==> src/sv/lpd_pkg.sv <==
package lpd_pkg;

    localparam int BYTE_W            = 8;
    localparam int MAX_W             = 10;
    localparam int HDR_CNT_W         = 4;
    localparam int LEN_W             = 32;
    localparam int PAYLOAD_COUNT_DEF = 10;

    localparam logic [HDR_CNT_W-1:0] HDR_LEN  = HDR_CNT_W'(12);
    localparam logic [HDR_CNT_W-1:0] HDR_SKIP = HDR_CNT_W'(8);
    localparam logic [HDR_CNT_W-1:0] HDR_LAST = HDR_LEN - HDR_CNT_W'(1);

    localparam logic [MAX_W-1:0] MAX_PAYLOAD_RESET = MAX_W'(1000);

    // Register word index on the configuration port.
    localparam logic REG_MAX_PAYLOAD = 1'b0;

    typedef struct packed {
        logic [BYTE_W-1:0] payload_byte;
        logic              last_of_message;
        logic              empty_message;
        logic              length_error;
    } t_result;

endpackage

==> src/sv/lpd_out_buf.sv <==
module lpd_out_buf
    import lpd_pkg::*;
(
    input  logic    i_clk,
    input  logic    i_rst_n,
    input  logic    i_push,
    input  t_result i_push_data,
    input  logic    i_stall,
    output logic    o_valid,
    output t_result o_data,
    output logic    o_full
);

    logic    r_out_valid;
    t_result r_out_data;
    logic    r_skid_valid;
    t_result r_skid_data;
    logic    w_slot_free;

    // The main slot frees up when it is empty or its transaction completes now.
    assign w_slot_free = !r_out_valid || !i_stall;

    always_ff @(posedge i_clk) begin
        if (!i_rst_n) begin
            r_out_valid  <= 1'b0;
            r_skid_valid <= 1'b0;
        end else if (w_slot_free) begin
            if (r_skid_valid) begin
                r_out_valid  <= 1'b1;
                r_skid_valid <= 1'b0;
            end else begin
                r_out_valid  <= i_push;
            end
        end else if (i_push) begin
            r_skid_valid <= 1'b1;
        end
    end

    always_ff @(posedge i_clk) begin
        if (w_slot_free) begin
            if (r_skid_valid) begin
                r_out_data <= r_skid_data;
            end else if (i_push) begin
                r_out_data <= i_push_data;
            end
        end else if (i_push) begin
            r_skid_data <= i_push_data;
        end
    end

    assign o_valid = r_out_valid;
    assign o_data  = r_out_data;
    assign o_full  = r_skid_valid;

endmodule

==> src/sv/length_prefixed_deframer.sv <==
// Length-prefixed message deframer.
// The input channel (i_in_valid, o_in_stall, i_in_byte) carries one stream byte
// per transaction. Every message opens with a 12-byte header whose last four
// bytes are a big-endian payload length. The output channel (o_out_valid,
// i_out_stall) carries one result per payload byte, with last_of_message on
// the final one; a zero length gives one empty_message result, and a length
// above max_payload gives one length_error result, after which every byte is
// dropped until reset. Header bytes give no result.
// A byte is parsed in the cycle it is accepted and its result is registered in
// the output buffer. One byte is taken every cycle while o_in_stall is low; a
// two-entry output buffer lets the block keep accepting while one result waits
// on a stalled receiver, and o_in_stall rises only once both entries are full.
// Reset clears the parser, the sticky error and the output buffer, and sets
// max_payload to 1000. max_payload is written over the APB port at address 0
// and should only be changed while no message is in flight.
module length_prefixed_deframer
    import lpd_pkg::*;
#(
    parameter int PAYLOAD_COUNT_BITS = PAYLOAD_COUNT_DEF
) (
    input  logic              i_clk,
    input  logic              i_rst_n,
    input  logic              psel,
    input  logic              penable,
    input  logic              pwrite,
    input  logic [2:0]        paddr,
    input  logic [31:0]       pwdata,
    output logic [31:0]       prdata,
    output logic              pready,
    input  logic              i_in_valid,
    output logic              o_in_stall,
    input  logic [BYTE_W-1:0] i_in_byte,
    output logic              o_out_valid,
    input  logic              i_out_stall,
    output logic [BYTE_W-1:0] o_payload_byte,
    output logic              o_last_of_message,
    output logic              o_empty_message,
    output logic              o_length_error
);

    localparam int CNT_W = PAYLOAD_COUNT_BITS;
    localparam int LIM_W = (CNT_W > MAX_W) ? CNT_W : MAX_W;

    logic [MAX_W-1:0]     r_max_payload;
    logic [HDR_CNT_W-1:0] r_header_count, n_header_count;
    logic [LEN_W-1:0]     r_length_accum, n_length_accum;
    logic [CNT_W-1:0]     r_payload_left, n_payload_left;
    logic                 r_in_payload, n_in_payload;
    logic                 r_stuck_error, n_stuck_error;

    logic                 w_cfg_write;
    logic                 w_accept;
    logic [LIM_W-1:0]     w_max_ext;
    logic [LIM_W-1:0]     w_mask_ext;
    logic [LIM_W-1:0]     w_limit;
    logic                 w_res_valid;
    t_result              w_res;
    t_result              w_out;
    logic                 w_full;

    // Configuration port.
    assign pready      = 1'b1;
    assign w_cfg_write = psel && penable && pwrite && pready;

    always_ff @(posedge i_clk) begin
        if (!i_rst_n) begin
            r_max_payload <= MAX_PAYLOAD_RESET;
        end else if (w_cfg_write && paddr[2] == REG_MAX_PAYLOAD) begin
            r_max_payload <= pwdata[MAX_W-1:0];
        end
    end

    always_comb begin
        prdata = '0;
        if (paddr[2] == REG_MAX_PAYLOAD) begin
            prdata = 32'(r_max_payload);
        end
    end

    // A length must also fit the payload counter.
    assign w_max_ext  = LIM_W'(r_max_payload);
    assign w_mask_ext = LIM_W'({CNT_W{1'b1}});
    assign w_limit    = (w_max_ext > w_mask_ext) ? w_mask_ext : w_max_ext;

    assign o_in_stall = w_full;
    assign w_accept   = i_in_valid && !o_in_stall;

    always_comb begin
        n_header_count = r_header_count;
        n_length_accum = r_length_accum;
        n_payload_left = r_payload_left;
        n_in_payload   = r_in_payload;
        n_stuck_error  = r_stuck_error;
        w_res_valid    = 1'b0;
        w_res          = '0;
        if (w_accept && !r_stuck_error) begin
            if (r_in_payload) begin
                n_payload_left     = r_payload_left - CNT_W'(1);
                w_res_valid        = 1'b1;
                w_res.payload_byte = i_in_byte;
                if (n_payload_left == '0) begin
                    n_in_payload          = 1'b0;
                    n_header_count        = '0;
                    w_res.last_of_message = 1'b1;
                end
            end else begin
                if (r_header_count >= HDR_SKIP) begin
                    n_length_accum = {r_length_accum[LEN_W-BYTE_W-1:0], i_in_byte};
                end
                n_header_count = r_header_count + HDR_CNT_W'(1);
                if (r_header_count == HDR_LAST) begin
                    n_header_count = '0;
                    if (n_length_accum > LEN_W'(w_limit)) begin
                        n_stuck_error      = 1'b1;
                        w_res_valid        = 1'b1;
                        w_res.length_error = 1'b1;
                    end else if (n_length_accum == '0) begin
                        w_res_valid           = 1'b1;
                        w_res.last_of_message = 1'b1;
                        w_res.empty_message   = 1'b1;
                    end else begin
                        n_payload_left = n_length_accum[CNT_W-1:0];
                        n_in_payload   = 1'b1;
                    end
                end
            end
        end
    end

    always_ff @(posedge i_clk) begin
        if (!i_rst_n) begin
            r_header_count <= '0;
            r_length_accum <= '0;
            r_payload_left <= '0;
            r_in_payload   <= 1'b0;
            r_stuck_error  <= 1'b0;
        end else begin
            r_header_count <= n_header_count;
            r_length_accum <= n_length_accum;
            r_payload_left <= n_payload_left;
            r_in_payload   <= n_in_payload;
            r_stuck_error  <= n_stuck_error;
        end
    end

    lpd_out_buf u_out_buf (
        .i_clk       (i_clk),
        .i_rst_n     (i_rst_n),
        .i_push      (w_res_valid),
        .i_push_data (w_res),
        .i_stall     (i_out_stall),
        .o_valid     (o_out_valid),
        .o_data      (w_out),
        .o_full      (w_full)
    );

    assign o_payload_byte    = w_out.payload_byte;
    assign o_last_of_message = w_out.last_of_message;
    assign o_empty_message   = w_out.empty_message;
    assign o_length_error    = w_out.length_error;

`ifndef SYNTHESIS
    a_stall_needs_result: assert property (@(posedge i_clk) disable iff (!i_rst_n)
        o_in_stall |-> o_out_valid)
        else $error("input stalled with no result pending");

    a_error_sticky: assert property (@(posedge i_clk) disable iff (!i_rst_n)
        r_stuck_error |=> r_stuck_error)
        else $error("sticky error cleared without reset");

    a_payload_count: assert property (@(posedge i_clk) disable iff (!i_rst_n)
        r_in_payload |-> (r_payload_left != '0 && !r_stuck_error))
        else $error("payload phase with zero count or after error");

    a_header_range: assert property (@(posedge i_clk) disable iff (!i_rst_n)
        r_in_payload |-> r_header_count == '0)
        else $error("header count not cleared during payload");
`endif

endmodule

==> config.mk <==
export PLATFORM = sky130hd
export DESIGN_NAME = length_prefixed_deframer
export DESIGN_NICKNAME = d
export VERILOG_FILES = /design/src/sv/lpd_pkg.sv /design/src/sv/lpd_out_buf.sv /design/src/sv/length_prefixed_deframer.sv
export SDC_FILE = /design/constraint.sdc
export NUM_CORES = 1
export LEC_CHECK = 0
export BUFFER_PORTS_ARGS = -buffer_cell sky130_fd_sc_hd__buf_2
export CORE_ASPECT_RATIO = 1.5
export CORE_MARGIN = 1.5
export CORE_UTILIZATION = 58
export CTS_CLUSTER_DIAMETER = 80
export DETAILED_ROUTE_END_ITERATION = 10
export HOLD_SLACK_MARGIN = 0.08
export PLACE_DENSITY = 0.85
export SLEW_MARGIN = 20
export SYNTH_ARGS = -nofsm -noshare
export SYNTH_HDL_FRONTEND = slang
export SYNTH_SLANG_ARGS = --single-unit
==> constraint.sdc <==
create_clock -name i_clk -period 5.8 [get_ports i_clk]
set_input_delay 0.58 -clock i_clk [delete_from_list [all_inputs] [get_ports i_clk]]
set_output_delay 0.58 -clock i_clk [all_outputs]
set_load 0.05 [all_outputs]
# After elaboration in Yosys (flattened, before gate mapping)
# Cells that the tools add are included.
op_classes:
  shifts: 0
  n_bitwise: 4
  eq_ne: 4
  n_addsub: 2
  div: 0
  multipliers: 0
  order_cmp: 3
  reduce_logical: 21
  muxes: 34
ops:
  columns: ["cell", "count"]
  rows:
  - ["$mux W32", 3]
  - ["$mux W10", 6]
  - ["$mux W11", 3]
  - ["$gt A32 B10 Y1", 1]
  - ["$logic_not A32 Y1", 1]
  - ["$mux W1", 14]
  - ["$mux W4", 3]
  - ["$gt A10 B10 Y1 const B", 1]
  - ["$logic_not A10 Y1", 1]
  - ["$sub A10 B1 Y10 const B", 1]
  - ["$mux W8", 1]
  - ["$reduce_and A2 Y1", 4]
  - ["$reduce_and A4 Y1", 2]
  - ["$mux W2", 3]
  - ["$logic_and A1 B1 Y1", 5]
  - ["$add A4 B1 Y4 const B", 1]
  - ["$eq A4 B4 Y1 const B", 1]
  - ["$ge A4 B4 Y1 const B", 1]
  - ["$logic_not A1 Y1", 4]
  - ["$ne A2 B2 Y1 const B", 2]
  - ["$not A1 Y1", 4]
  - ["$reduce_bool A2 Y1", 2]
  - ["$mux W3", 1]
  - ["$ne A2 B1 Y1 const B", 1]
  - ["other kinds (2)", 2]
totals:
  rom_bits: 0
  memories: 0
  output_inout_bits: 46
  wordCells: 84
  input_bits: 50
  regBits: 82
  ramBits: 0
  latchBits: 0

# Depth between registers and ports, before layout
# Gate-level depths: netlist of the first run.
logic_depth:
  depth_word: 12
  mapped_depth: 12
  ltp_nobuf: 10

# Modules after synthesis
# From an unflattened synthesis of the first run, not the netlist that was laid out.
hier_totals:
  hier_cells: 465
  area_unflattened_um2: 4154.0
by_module_without_submodules:
  columns: ["module", "cells_per_inst", "area_per_inst_um2", "instances", "seq_area_each_um2"]
  rows:
  - ["length_prefixed_deframer", 423, 3276.9, 1, 1161.1]
  - ["lpd_out_buf", 42, 877.1, 1, 700.7]

# Worst setup path before layout of the first run
# Ideal clock, no wire load.
synth_timing:
  kind: "register -> register"
  start: "register r_header_count[3]"
  end: "register u_out_buf.r_out_data, in the netlist u_out_buf.o_data[0], enable pin"
  synth_period_minus_slack_ns: 3.675
  slack_ns: 2.125
  required_time_ns: 5.418
  arrival_ns: 3.293
  path_buffers: 2
  stages_incl_launch_ff: 12
  setup_ns: 0.382
  cell_sequence: "dfxtp_1 > buf_2 > buf_1 > mux2_2 > ha_1 > nand2_1 > o21a_1 > a211oi_1 > a2111oi_4 > a21oi_2 > or3_1 > a21boi_1"
synth_via:
  elab_chain_len: 12
  elab_cells_between_ends: 14
  classes_between: "2 x order compare; 1 x eq/ne; 8 x mux; 3 x reduce/logical"
synth_rtl:
  columns: ["item", "line_no", "source"]
  rows:
  - ["start, declared", "length_prefixed_deframer.sv:45", "logic [HDR_CNT_W-1:0] r_header_count, n_header_count;"]
  - ["start signal, assigned", "length_prefixed_deframer.sv:138", "r_header_count <= n_header_count;"]
  - ["parallel branches: the longest is 7 deep, another holds $gt A32 B10 Y1", null, null]
  - ["$mux W1 (*)", "length_prefixed_deframer.sv:111", "if (r_header_count == HDR_LAST) begin"]
  - ["$mux W1 (*)", "length_prefixed_deframer.sv:97", "if (r_in_payload) begin"]
  - ["$mux W1 (*)", "length_prefixed_deframer.sv:96", "if (w_accept && !r_stuck_error) begin"]
  - ["$reduce_bool A2 Y1 (no source line) (*)", null, null]
  - ["$reduce_and A2 Y1 (no source line) (*)", null, null]
  - ["end signal, assigned", "lpd_out_buf.sv:42", "r_out_data <= r_skid_data;"]
  - ["end signal, assigned", "lpd_out_buf.sv:44", "r_out_data <= i_push_data;"]
  - ["end, declared", "lpd_out_buf.sv:15", "t_result r_out_data;"]
# Mark *: on every way between the ends. The select of a mux whose other input is x is not followed.
# A chain may end at the register's enable or synchronous reset.

# Worst setup path in the final report of the first run
layout_timing:
  start: "register r_header_count[3]"
  end: "register u_out_buf.r_out_data, in the netlist u_out_buf.o_data[5], enable pin"
# The elaborated chain is that of the path after synthesis.

==> impl_metrics.py, run 1 <==
metrics = {
    "run_status": {
        "status": "complete, no violations",
    },
    "logic_synthesis": {
        "synth_cell_type_count": 54,
        "synthFlopType": "dfxtp_1",
        "syn_inst": 479,
        "yosysWarnings": 0,
        "synth_top_family_by_area": "simple AND/OR/NAND/NOR gates",
        "synth_edf_count": 22,
        "synthSimpleGateAreaFrac_pct": 23.0,
        "synthesis.area_mm2": 0.00420,
        "synth-compound-area-share_pct": 15.5,
        "ys_ff_latch": 82,
        "synthXorXnorAreaFrac_pct": 1.04,
        "synthAdderAreaFrac_pct": 4.17,
        "synthArstFlopShare_pct": 0,
        "muxShareOfSynthArea_pct": 3.54,
        "syn_area_per_cell_um2": 8.77,
        "yosysSeqAreaShare_pct": 44.3,
    },
    "clocking": {
        "cts.path.max_buffers": 2,
        "path_clk_slew_ps": 80,
        "clkLatencyLatePin_ps": 350,
        "holdBufCountCts": 0,
        "cts_buffers": 9,
        "clockRootBuffer": "clkbuf_8",
        "numClockSinks": 82,
        "cts_tree": "done",
        "cts_resized": 0,
        "htreeDepth": 3,
        "cts_setup_buffers": 0,
    },
    "setup_path": {
        "critPathMaxStageDelay_ps": 1000,
        "cp_num_buf_inv": 0,
        "slowest_stage": "dfxtp_1",
        "timing_worst_setup_path_type": "reg2reg",
        "critPathTopFamily": "compound AO/OA/AOI/OAI gates",
        "path_cells": "mux2i_1 -> ha_1 -> nand4_1 -> nor2_1 -> a211oi_1 -> a2111oi_4 -> a21oi_2 -> or3_1 -> a21boi_1",
        "start_kind": "register",
        "path_max_fanout": 25,
        "cp.required_ps": 5780,
        "arrival_ps": 4170,
        "setup.worst_path.end_class": "register",
        "r2r_start": "r_header_count[3]$_SDFFE_PN0P_",
        "crit_start": "r_header_count[3]$_SDFFE_PN0P_",
    },
    "die": {
        "initial_core_util_pct": 60.5,
        "boundaryPins": 96,
        "dieArea_mm2": 0.00777,
        "design.core.area_mm2": 0.00694,
        "die_h_um": 107,
        "dieWidth_um": 72.5,
        "fp-row-count": 37,
    },
    "cells_and_area": {
        "antenna_cells": 0,
        "nNetsFinal": 575,
        "drive_gt1_share_pct": 16.7,
        "regArea_mm2": 0.00186,
        "multi_input_area_mm2": 0.00209,
        "n_fill_cell": 566,
        "area_growth_pct": 8.70,
    },
    "routing": {
        "wire_per_inst_um": 15.8,
        "drt_wl_total_um": 9410,
        "first_pass_iters": 5,
        "drtAntennaViolNets": 0,
        "route.vias.total": 3550,
        "drcViolationCount": 0,
        "viasPerCell": 5.98,
        "drtIter0Drc": 364,
    },
    "placed_design": {
        "post-place-ws_ps": 1660,
        "gp_congestion": 0.884,
        "io_buffer_count": 48,
        "hpwl_um": 6750,
    },
    "global_route": {
        "grt_pass1_wl_um": 15500,
        "grt_usage_pct": 25.7,
        "antenna_found_initial": 0,
        "grt_max_degree": 44,
        "overflow": 0,
        "grt_pass1_vias": 3402,
    },
    "sta": {
        "max_slew_margin_pct": 31.4,
        "rsz0062_at_grt": "false",
        "tightestPinTransition_ps": 1030,
        "fin_crit_ps": 4190,
        "hold_ws_ps": 453,
        "fin_crit_sh_pct": 72.3,
        "drv_slew": 0,
        "hold_viol_final": 0,
        "setup_viol": 0,
        "skew_ps": 7.04,
        "fmaxAchievable_mhz": 239,
        "worst_slack_ps": 1610,
        "finalSetupTns_ps": 0,
    },
    "power": {
        "ir_drop_v": 0.000173,
        "powerDensity_mw_per_mm2": 249,
        "total_power_mw": 1.13,
        "power.leakage_nw": 2.06,
    },
    "job": {
        "maxCapViolations": 0,
    },
    "worst_hold_path": {
        "holdCritPathClass": "in2reg",
        "min_from": "pwdata[7]",
    },
}
-- metal layers --
layer  vias to the layer above  part of all wire [%]  track usage (%)
met4                         0                   5.0             15.9
met3                        40                   6.1             4.23
met5                         -                     0                0
met1                      1610                    38             29.3
li1                       1720                     -                -
met2                       180                    51             43.8
-- cells in the mapped netlist (all sizes together), types with 7 or more instances --
cell type | instances | area [µm²]
o21ai | 7 | 35.0
ha | 14 | 175
a21oi | 46 | 238
nor2 | 40 | 150
nand2 | 77 | 292
or4 | 10 | 78.8
o211ai | 7 | 52.6
inv | 17 | 63.8
and3 | 11 | 68.8
edfxtp | 22 | 661
dfxtp | 60 | 1200
mux2i | 7 | 70.1
clkbuf | 24 | 90.1
mux2 | 7 | 78.8
buf | 26 | 193
nor3 | 22 | 110
a21o | 11 | 82.6
-- where the power goes --
group	total [mW]	switching, mW	leakage [nW]	internal (mW)
registers	0.598	0.00708	0.728	0.591
logic	0.117	0.0882	1.22	0.0288
clock network	0.420	0.197	0.107	0.222
total	1.13	0.293	2.06	0.842
-- worst min-delay path, stage by stage --
cell and delay, ps:
buf_2 70, nand2_1 40, o211ai_1 70
-- through the flow --
step / std cells / utilization (%) / cell area [µm²]
6_report: 594 / 65.8 / 4570
2_1_floorplan: 500 / - / 4280
3_5_place_dp: 578 / 62.8 / 4360
4_1_cts: 594 / 65.7 / 4560
5_1_grt: 594 / 65.8 / 4570
3_3_place_gp: 578 / 62.7 / 4360
-- cell families (layout without fill, tap and decap cells) --
family,count (synthesis),after routing
buf+inv,67,83
other cells,2,23
simple gates,195,195
compound gates,100,100
xor+xnor,5,5
mux,14,14
fa+ha+maj,14,14
flops,82,82
-- flip-flops by register name, indices dropped and copies added, names as in the netlist --
register               flops
r_length_accum            32
u_out_buf.o_valid          1
r_max_payload             10
u_out_buf.r_skid_data     11
r_payload_left            10
r_stuck_error              1
u_out_buf.o_full           1
u_out_buf.o_data          11
r_in_payload               1
r_header_count             4
-- cells in the final DEF, fill, tap and decap left out, types with 4 or more instances in the layout --
| master | Yosys | layout |
|---|---|---|
| nand4_1 | 4 | 4 |
| mux2i_1 | 7 | 7 |
| nor3_1 | 22 | 21 |
| nand2_1 | 76 | 76 |
| a31oi_1 | 6 | 6 |
| dfxtp_1 | 60 | 60 |
| or4b_1 | 4 | 4 |
| nand3_1 | 5 | 5 |
| clkbuf_8 | 0 | 11 |
| a21o_1 | 11 | 11 |
| buf_2 | 1 | 48 |
| nor2_1 | 40 | 39 |
| or4_1 | 9 | 9 |
| a211oi_1 | 4 | 4 |
| inv_1 | 16 | 16 |
| and2_1 | 4 | 4 |
| conb_1 | 2 | 23 |
| edfxtp_1 | 22 | 22 |
| a21oi_1 | 44 | 44 |
| o211ai_1 | 7 | 7 |
| ha_1 | 14 | 14 |
| o22ai_1 | 6 | 6 |
| mux2_2 | 7 | 7 |
| and3_1 | 11 | 11 |
| o21ai_0 | 7 | 7 |
| o21a_1 | 4 | 4 |
-- final timing paths --
| check | end | slack (ps) | depth (start not counted) |
|---|---|---|---|
| min | r_max_payload[7]$_SDFFE_PN1P_ | 450 | 3 |
| min reg2reg | r_max_payload[2]$_SDFFE_PN0P_ | 460 | 2 |
| max reg2reg | u_out_buf.o_data[5]$_DFFE_PP_ | 1610 | 9 |
| max | u_out_buf.o_data[5]$_DFFE_PP_ | 1610 | 9 |
-- cell type report --
| cell class | instances | share of cell area (%) |
|---|---|---|
| well taps | 78 | 2.14 |
| repair buffers | 50 | 5.59 |
| clock inverters | 4 | 1.04 |
| clock buffers | 12 | 3.40 |
| inverters | 17 | 1.40 |
| multi-input cells | 351 | 45.7 |
| flip-flops and latches | 82 | 40.8 |
(Power assumes the default switching activity.)
==> run 2, diff against run 1 <==
--- a/config.mk
+++ b/config.mk
@@ -8,11 +8,11 @@
 export BUFFER_PORTS_ARGS = -buffer_cell sky130_fd_sc_hd__buf_2
 export CORE_ASPECT_RATIO = 1.5
 export CORE_MARGIN = 1.5
-export CORE_UTILIZATION = 58
+export CORE_UTILIZATION = 54
 export CTS_CLUSTER_DIAMETER = 80
 export DETAILED_ROUTE_END_ITERATION = 10
 export HOLD_SLACK_MARGIN = 0.08
-export PLACE_DENSITY = 0.85
+export PLACE_DENSITY = 0.8
 export SLEW_MARGIN = 20
 export SYNTH_ARGS = -nofsm -noshare
 export SYNTH_HDL_FRONTEND = slang
==> constraint.sdc (replaced) <==
create_clock -name i_clk -period 4.1 [get_ports i_clk]
set_input_delay 0.41 -clock i_clk [delete_from_list [all_inputs] [get_ports i_clk]]
set_output_delay 0.41 -clock i_clk [all_outputs]
set_load 0.05 [all_outputs]
==> impl_metrics.py, run 2 (synthesized netlist as in run 1, its figures left out) <==
metrics = {
    "run_status": {
        "status": "complete, no violations",
    },
    "sta": {
        "finalSetupTns_ps": 0,
        "hold_viol_final": 0,
        "fin_crit_ps": 3650,
        "tightestPinTransition_ps": 957,
        "drv_slew": 0,
        "skew_ps": 5.63,
        "max_slew_margin_pct": 36.1,
        "hold_ws_ps": 297,
        "fmaxAchievable_mhz": 274,
        "rsz0062_at_grt": "false",
        "setup_viol": 0,
        "fin_crit_sh_pct": 89.0,
    },
    "setup_path": {
        "arrival_ps": 3610,
        "r2r_start": "r_header_count[3]$_SDFFE_PN0P_",
        "timing_worst_setup_path_type": "reg2reg",
        "cp.required_ps": 4060,
        "slowest_stage": "a21boi_1",
        "crit_start": "r_header_count[3]$_SDFFE_PN0P_",
        "critPathMaxStageDelay_ps": 780,
        "start_kind": "register",
        "setup.worst_path.end_class": "register",
        "path_max_fanout": 11,
        "path_cells": "buf_4 -> mux2i_1 -> inv_1 -> ha_1 -> nand4_1 -> nor2_1 -> a211oi_1 -> buf_4 -> a2111oi_4 -> a21oi_2 -> or3_1 -> a21boi_1",
        "path_common_cell": "buf_4",
    },
    "routing": {
        "drtAntennaViolNets": 0,
        "route.vias.total": 3530,
        "drtIter0Drc": 272,
        "drcViolationCount": 0,
        "drt_wl_total_um": 9320,
        "first_pass_iters": 5,
        "wire_per_inst_um": 14.8,
        "viasPerCell": 5.61,
    },
    "placed_design": {
        "io_buffer_count": 48,
        "gp_congestion": 0.880,
        "hpwl_um": 6790,
    },
    "global_route": {
        "grt_max_degree": 47,
        "grt_pass1_wl_um": 15300,
        "overflow": 0,
        "grt_pass1_vias": 3377,
        "grt_usage_pct": 23.8,
        "antenna_found_initial": 0,
    },
    "cells_and_area": {
        "antenna_cells": 0,
        "multi_input_area_mm2": 0.00208,
        "drive_gt1_share_pct": 17.6,
        "largest_register_ffs": 32,
        "n_fill_cell": 652,
        "regArea_mm2": 0.00186,
        "area_growth_pct": 12.7,
        "final_cell_mix": "nand2_1, dfxtp_1, buf_2",
        "layout_commonest_cell": "nand2_1",
        "largest-register": "r_length_accum",
        "nNetsFinal": 586,
    },
    "clocking": {
        "cts.path.max_buffers": 2,
        "clockRootBuffer": "clkbuf_16",
        "holdBufCountCts": 0,
        "path_clk_slew_ps": 60,
        "cts_setup_buffers": 0,
        "cts_buffers": 9,
        "cts_resized": 0,
        "clkLatencyLatePin_ps": 340,
        "htreeDepth": 3,
        "numClockSinks": 82,
        "cts_tree": "done",
    },
    "power": {
        "powerDensity_mw_per_mm2": 366,
        "power.leakage_nw": 2.13,
        "ir_drop_v": 0.000235,
    },
    "die": {
        "dieWidth_um": 75.0,
        "boundaryPins": 96,
        "dieArea_mm2": 0.00833,
        "fp-row-count": 39,
        "design.core.area_mm2": 0.00756,
        "die_h_um": 111,
        "initial_core_util_pct": 55.6,
    },
    "worst_hold_path": {
        "min_from": "pwdata[5]",
        "holdCritPathClass": "in2reg",
    },
    "job": {
        "maxCapViolations": 0,
    },
}
-- run 2: layout make-up --
cell class,instances,share of cell area (%)
multi-input combinational,351,43.9
sequential,82,39.3
tap,102,2.70
clock buffer,13,5.08
inverter,17,1.35
clock inverter,3,0.529
timing repair buffer,61,7.14
-- run 2: per-layer routing --
metal | up-vias | track usage [%] | part of all wire [%]
met3 | 20 | 4.64 | 5.2
met4 | 0 | 11.0 | 3.2
met1 | 1647 | 26.9 | 38
met2 | 124 | 41.3 | 53
met5 | - | 0 | 0
li1 | 1739 | - | -
-- run 2: path summary, 6_finish.rpt --
kind	to	slack, ps	depth (start not counted)
worst min-delay path	r_max_payload[5]$_SDFFE_PN1P_	300	3
worst max register to register	u_out_buf.o_data[8]$_DFFE_PP_	450	12
worst max-delay path	u_out_buf.o_data[8]$_DFFE_PP_	450	12
worst min register to register	r_length_accum[29]$_SDFFE_PN0P_	450	2
-- run 2: per-stage QoR --
step | std cells | total power [mW] | util (%) | area [µm²] | setup WS, ps
global placement | 613 | 1.03 | 59.1 | 4470 | 547
detailed placement | 613 | 1.03 | 59.1 | 4470 | 454
CTS | 629 | 1.74 | 62.6 | 4730 | 411
floorplan | 500 | 1.01 | - | 4280 | 425
global route | 629 | 1.79 | 62.6 | 4730 | 133
finish | 629 | 1.73 | 62.6 | 4730 | 450
-- run 2: where the power goes --
part	switching [mW]	internal, mW
logic	0.126	0.0441
clock network	0.303	0.414
registers	0.00990	0.837
-- run 2: worst max-delay path, delay by kind of cell (launching register included) --
family / cells / cell delay (ps)
buf+inv: 3 / 530
mux: 1 / 260
compound gates: 4 / 1260
simple gates: 3 / 330
fa+ha+maj: 1 / 310
flops: 1 / 570
==> run 3, diff against run 2 <==
--- a/config.mk
+++ b/config.mk
@@ -6,13 +6,12 @@
 export NUM_CORES = 1
 export LEC_CHECK = 0
 export BUFFER_PORTS_ARGS = -buffer_cell sky130_fd_sc_hd__buf_2
-export CORE_ASPECT_RATIO = 1.5
 export CORE_MARGIN = 1.5
-export CORE_UTILIZATION = 54
+export CORE_UTILIZATION = 58
 export CTS_CLUSTER_DIAMETER = 80
 export DETAILED_ROUTE_END_ITERATION = 10
 export HOLD_SLACK_MARGIN = 0.08
-export PLACE_DENSITY = 0.8
+export PLACE_DENSITY = 0.85
 export SLEW_MARGIN = 20
 export SYNTH_ARGS = -nofsm -noshare
 export SYNTH_HDL_FRONTEND = slang
==> constraint.sdc (replaced) <==
create_clock -name i_clk -period 4.6 [get_ports i_clk]
set_input_delay 0.46 -clock i_clk [delete_from_list [all_inputs] [get_ports i_clk]]
set_output_delay 0.46 -clock i_clk [all_outputs]
set_load 0.05 [all_outputs]
==> impl_metrics.py, run 3 (synthesized netlist as in run 1, its figures left out) <==
metrics = {
    "clocking": {
        "htreeDepth": 3,
        "cts.path.max_buffers": 2,
        "cts_tree": "done",
        "numClockSinks": 82,
        "holdBufCountCts": 0,
        "clkLatencyLatePin_ps": 370,
        "cts_resized": 0,
        "cts_setup_buffers": 0,
        "clockRootBuffer": "clkbuf_8",
        "path_clk_slew_ps": 80,
        "cts_buffers": 9,
    },
    "global_route": {
        "grt_pass1_wl_um": 14600,
        "overflow": 0,
        "antenna_found_initial": 0,
        "grt_usage_pct": 24.6,
        "grt_max_degree": 47,
        "grt_pass1_vias": 3140,
    },
    "sta": {
        "hold_viol_final": 0,
        "tightestPinTransition_ps": 1110,
        "rsz0062_at_grt": "false",
        "fmaxAchievable_mhz": 255,
        "finalSetupTns_ps": 0,
        "max_slew_margin_pct": 25.9,
        "drv_slew": 0,
        "setup_viol": 0,
        "fin_crit_ps": 3920,
        "fin_crit_sh_pct": 85.3,
        "skew_ps": 6.96,
    },
    "routing": {
        "wire_per_inst_um": 14.6,
        "drtAntennaViolNets": 0,
        "drtIter0Drc": 278,
        "viasPerCell": 5.70,
        "drcViolationCount": 0,
        "first_pass_iters": 5,
        "route.vias.total": 3505,
        "drt_wl_total_um": 8980,
    },
    "cells_and_area": {
        "area_growth_pct": 10.7,
        "regArea_mm2": 0.00186,
        "antenna_cells": 0,
        "multi_input_area_mm2": 0.00208,
        "drive_gt1_share_pct": 17.1,
        "layout_commonest_cell": "nand2_1",
        "largest-register": "r_length_accum",
        "nNetsFinal": 578,
        "largest_register_ffs": 32,
        "postLayoutCoreUtil_pct": 67.3,
        "n_fill_cell": 588,
        "final_cell_mix": "nand2_1, dfxtp_1, buf_2",
    },
    "setup_path": {
        "cp_num_buf_inv": 0,
        "cp.required_ps": 4590,
        "critPathMaxStageDelay_ps": 780,
        "start_kind": "register",
        "setup.worst_path.end_class": "register",
        "slowest_stage": "a21boi_1",
        "timing_worst_setup_path_type": "reg2reg",
        "path_cells": "mux2_2 -> ha_1 -> nand2_1 -> o21a_1 -> a211oi_1 -> a2111oi_4 -> a21oi_2 -> or3_1 -> a21boi_1",
        "critPathTopFamily": "compound AO/OA/AOI/OAI gates",
        "r2r_slack_ps": 680,
        "arrival_ps": 3920,
        "path_max_fanout": 16,
    },
    "placed_design": {
        "hpwl_um": 6350,
        "io_buffer_count": 48,
        "gp_congestion": 0.871,
    },
    "job": {
        "maxCapViolations": 0,
    },
    "die": {
        "dieWidth_um": 88.1,
        "die_h_um": 88.1,
        "fp-row-count": 30,
        "design.core.area_mm2": 0.00691,
        "dieArea_mm2": 0.00776,
        "initial_core_util_pct": 60.8,
        "boundaryPins": 96,
    },
    "run_status": {
        "status": "complete, no violations",
    },
    "worst_hold_path": {
        "holdCritPathClass": "in2reg",
    },
    "power": {
        "ir_drop_v": 0.000141,
        "power.leakage_nw": 2.09,
        "powerDensity_mw_per_mm2": 328,
    },
}
## run 3: stage by stage
stage | cells | worst slack (ps) | hold slack (ps) | power [mW] | cell area [µm²]
final | 615 | 676 | 310 | 1.53 | 4650
after global routing | 615 | 417 | 317 | 1.57 | 4650
after CTS | 615 | 688 | 319 | 1.53 | 4650
after detailed placement | 599 | 773 | 444 | 0.917 | 4410
after global placement | 599 | 801 | 437 | 0.913 | 4400
after floorplan | 500 | 925 | 431 | 0.897 | 4280
## run 3: worst paths after layout
path              cells past startpoint                            from                            end
setup / recovery                      9  r_header_count[3]$_SDFFE_PN0P_  u_out_buf.o_data[1]$_DFFE_PP_
hold / removal                        3                       pwdata[3]  r_max_payload[3]$_SDFFE_PN1P_
setup reg to reg                      9  r_header_count[3]$_SDFFE_PN0P_  u_out_buf.o_data[1]$_DFFE_PP_
hold reg to reg                       2   r_max_payload[2]$_SDFFE_PN0P_  r_max_payload[2]$_SDFFE_PN0P_
## run 3: final cells by class
| type | count | area share, % |
|---|---|---|
| multi-input combinational | 351 | 44.8 |
| sequential | 82 | 40.0 |
| timing repair buffer | 53 | 5.97 |
| clock buffer | 10 | 3.20 |
| tap | 96 | 2.58 |
| clock inverter | 6 | 2.02 |
| inverter | 17 | 1.37 |
## run 3: where the power goes
group / internal [mW] / switching, mW / total [mW]
sequential: 0.745 / 0.00878 / 0.754
clock: 0.344 / 0.279 / 0.623
combinational: 0.0374 / 0.111 / 0.149
## run 3: worst min-delay path: stages
cell,delay (ps)
buf_2,70
nand2_1,40
o211ai_1,70
## run 3: metal layers
| metal | wire length [µm] | GRT usage [%] |
|---|---|---|
| met1 | 4000 | 31.2 |
| met2 | 4180 | 39.8 |
| met3 | 587 | 5.94 |
| met4 | 202 | 11.1 |
| met5 | 0 | 0 |
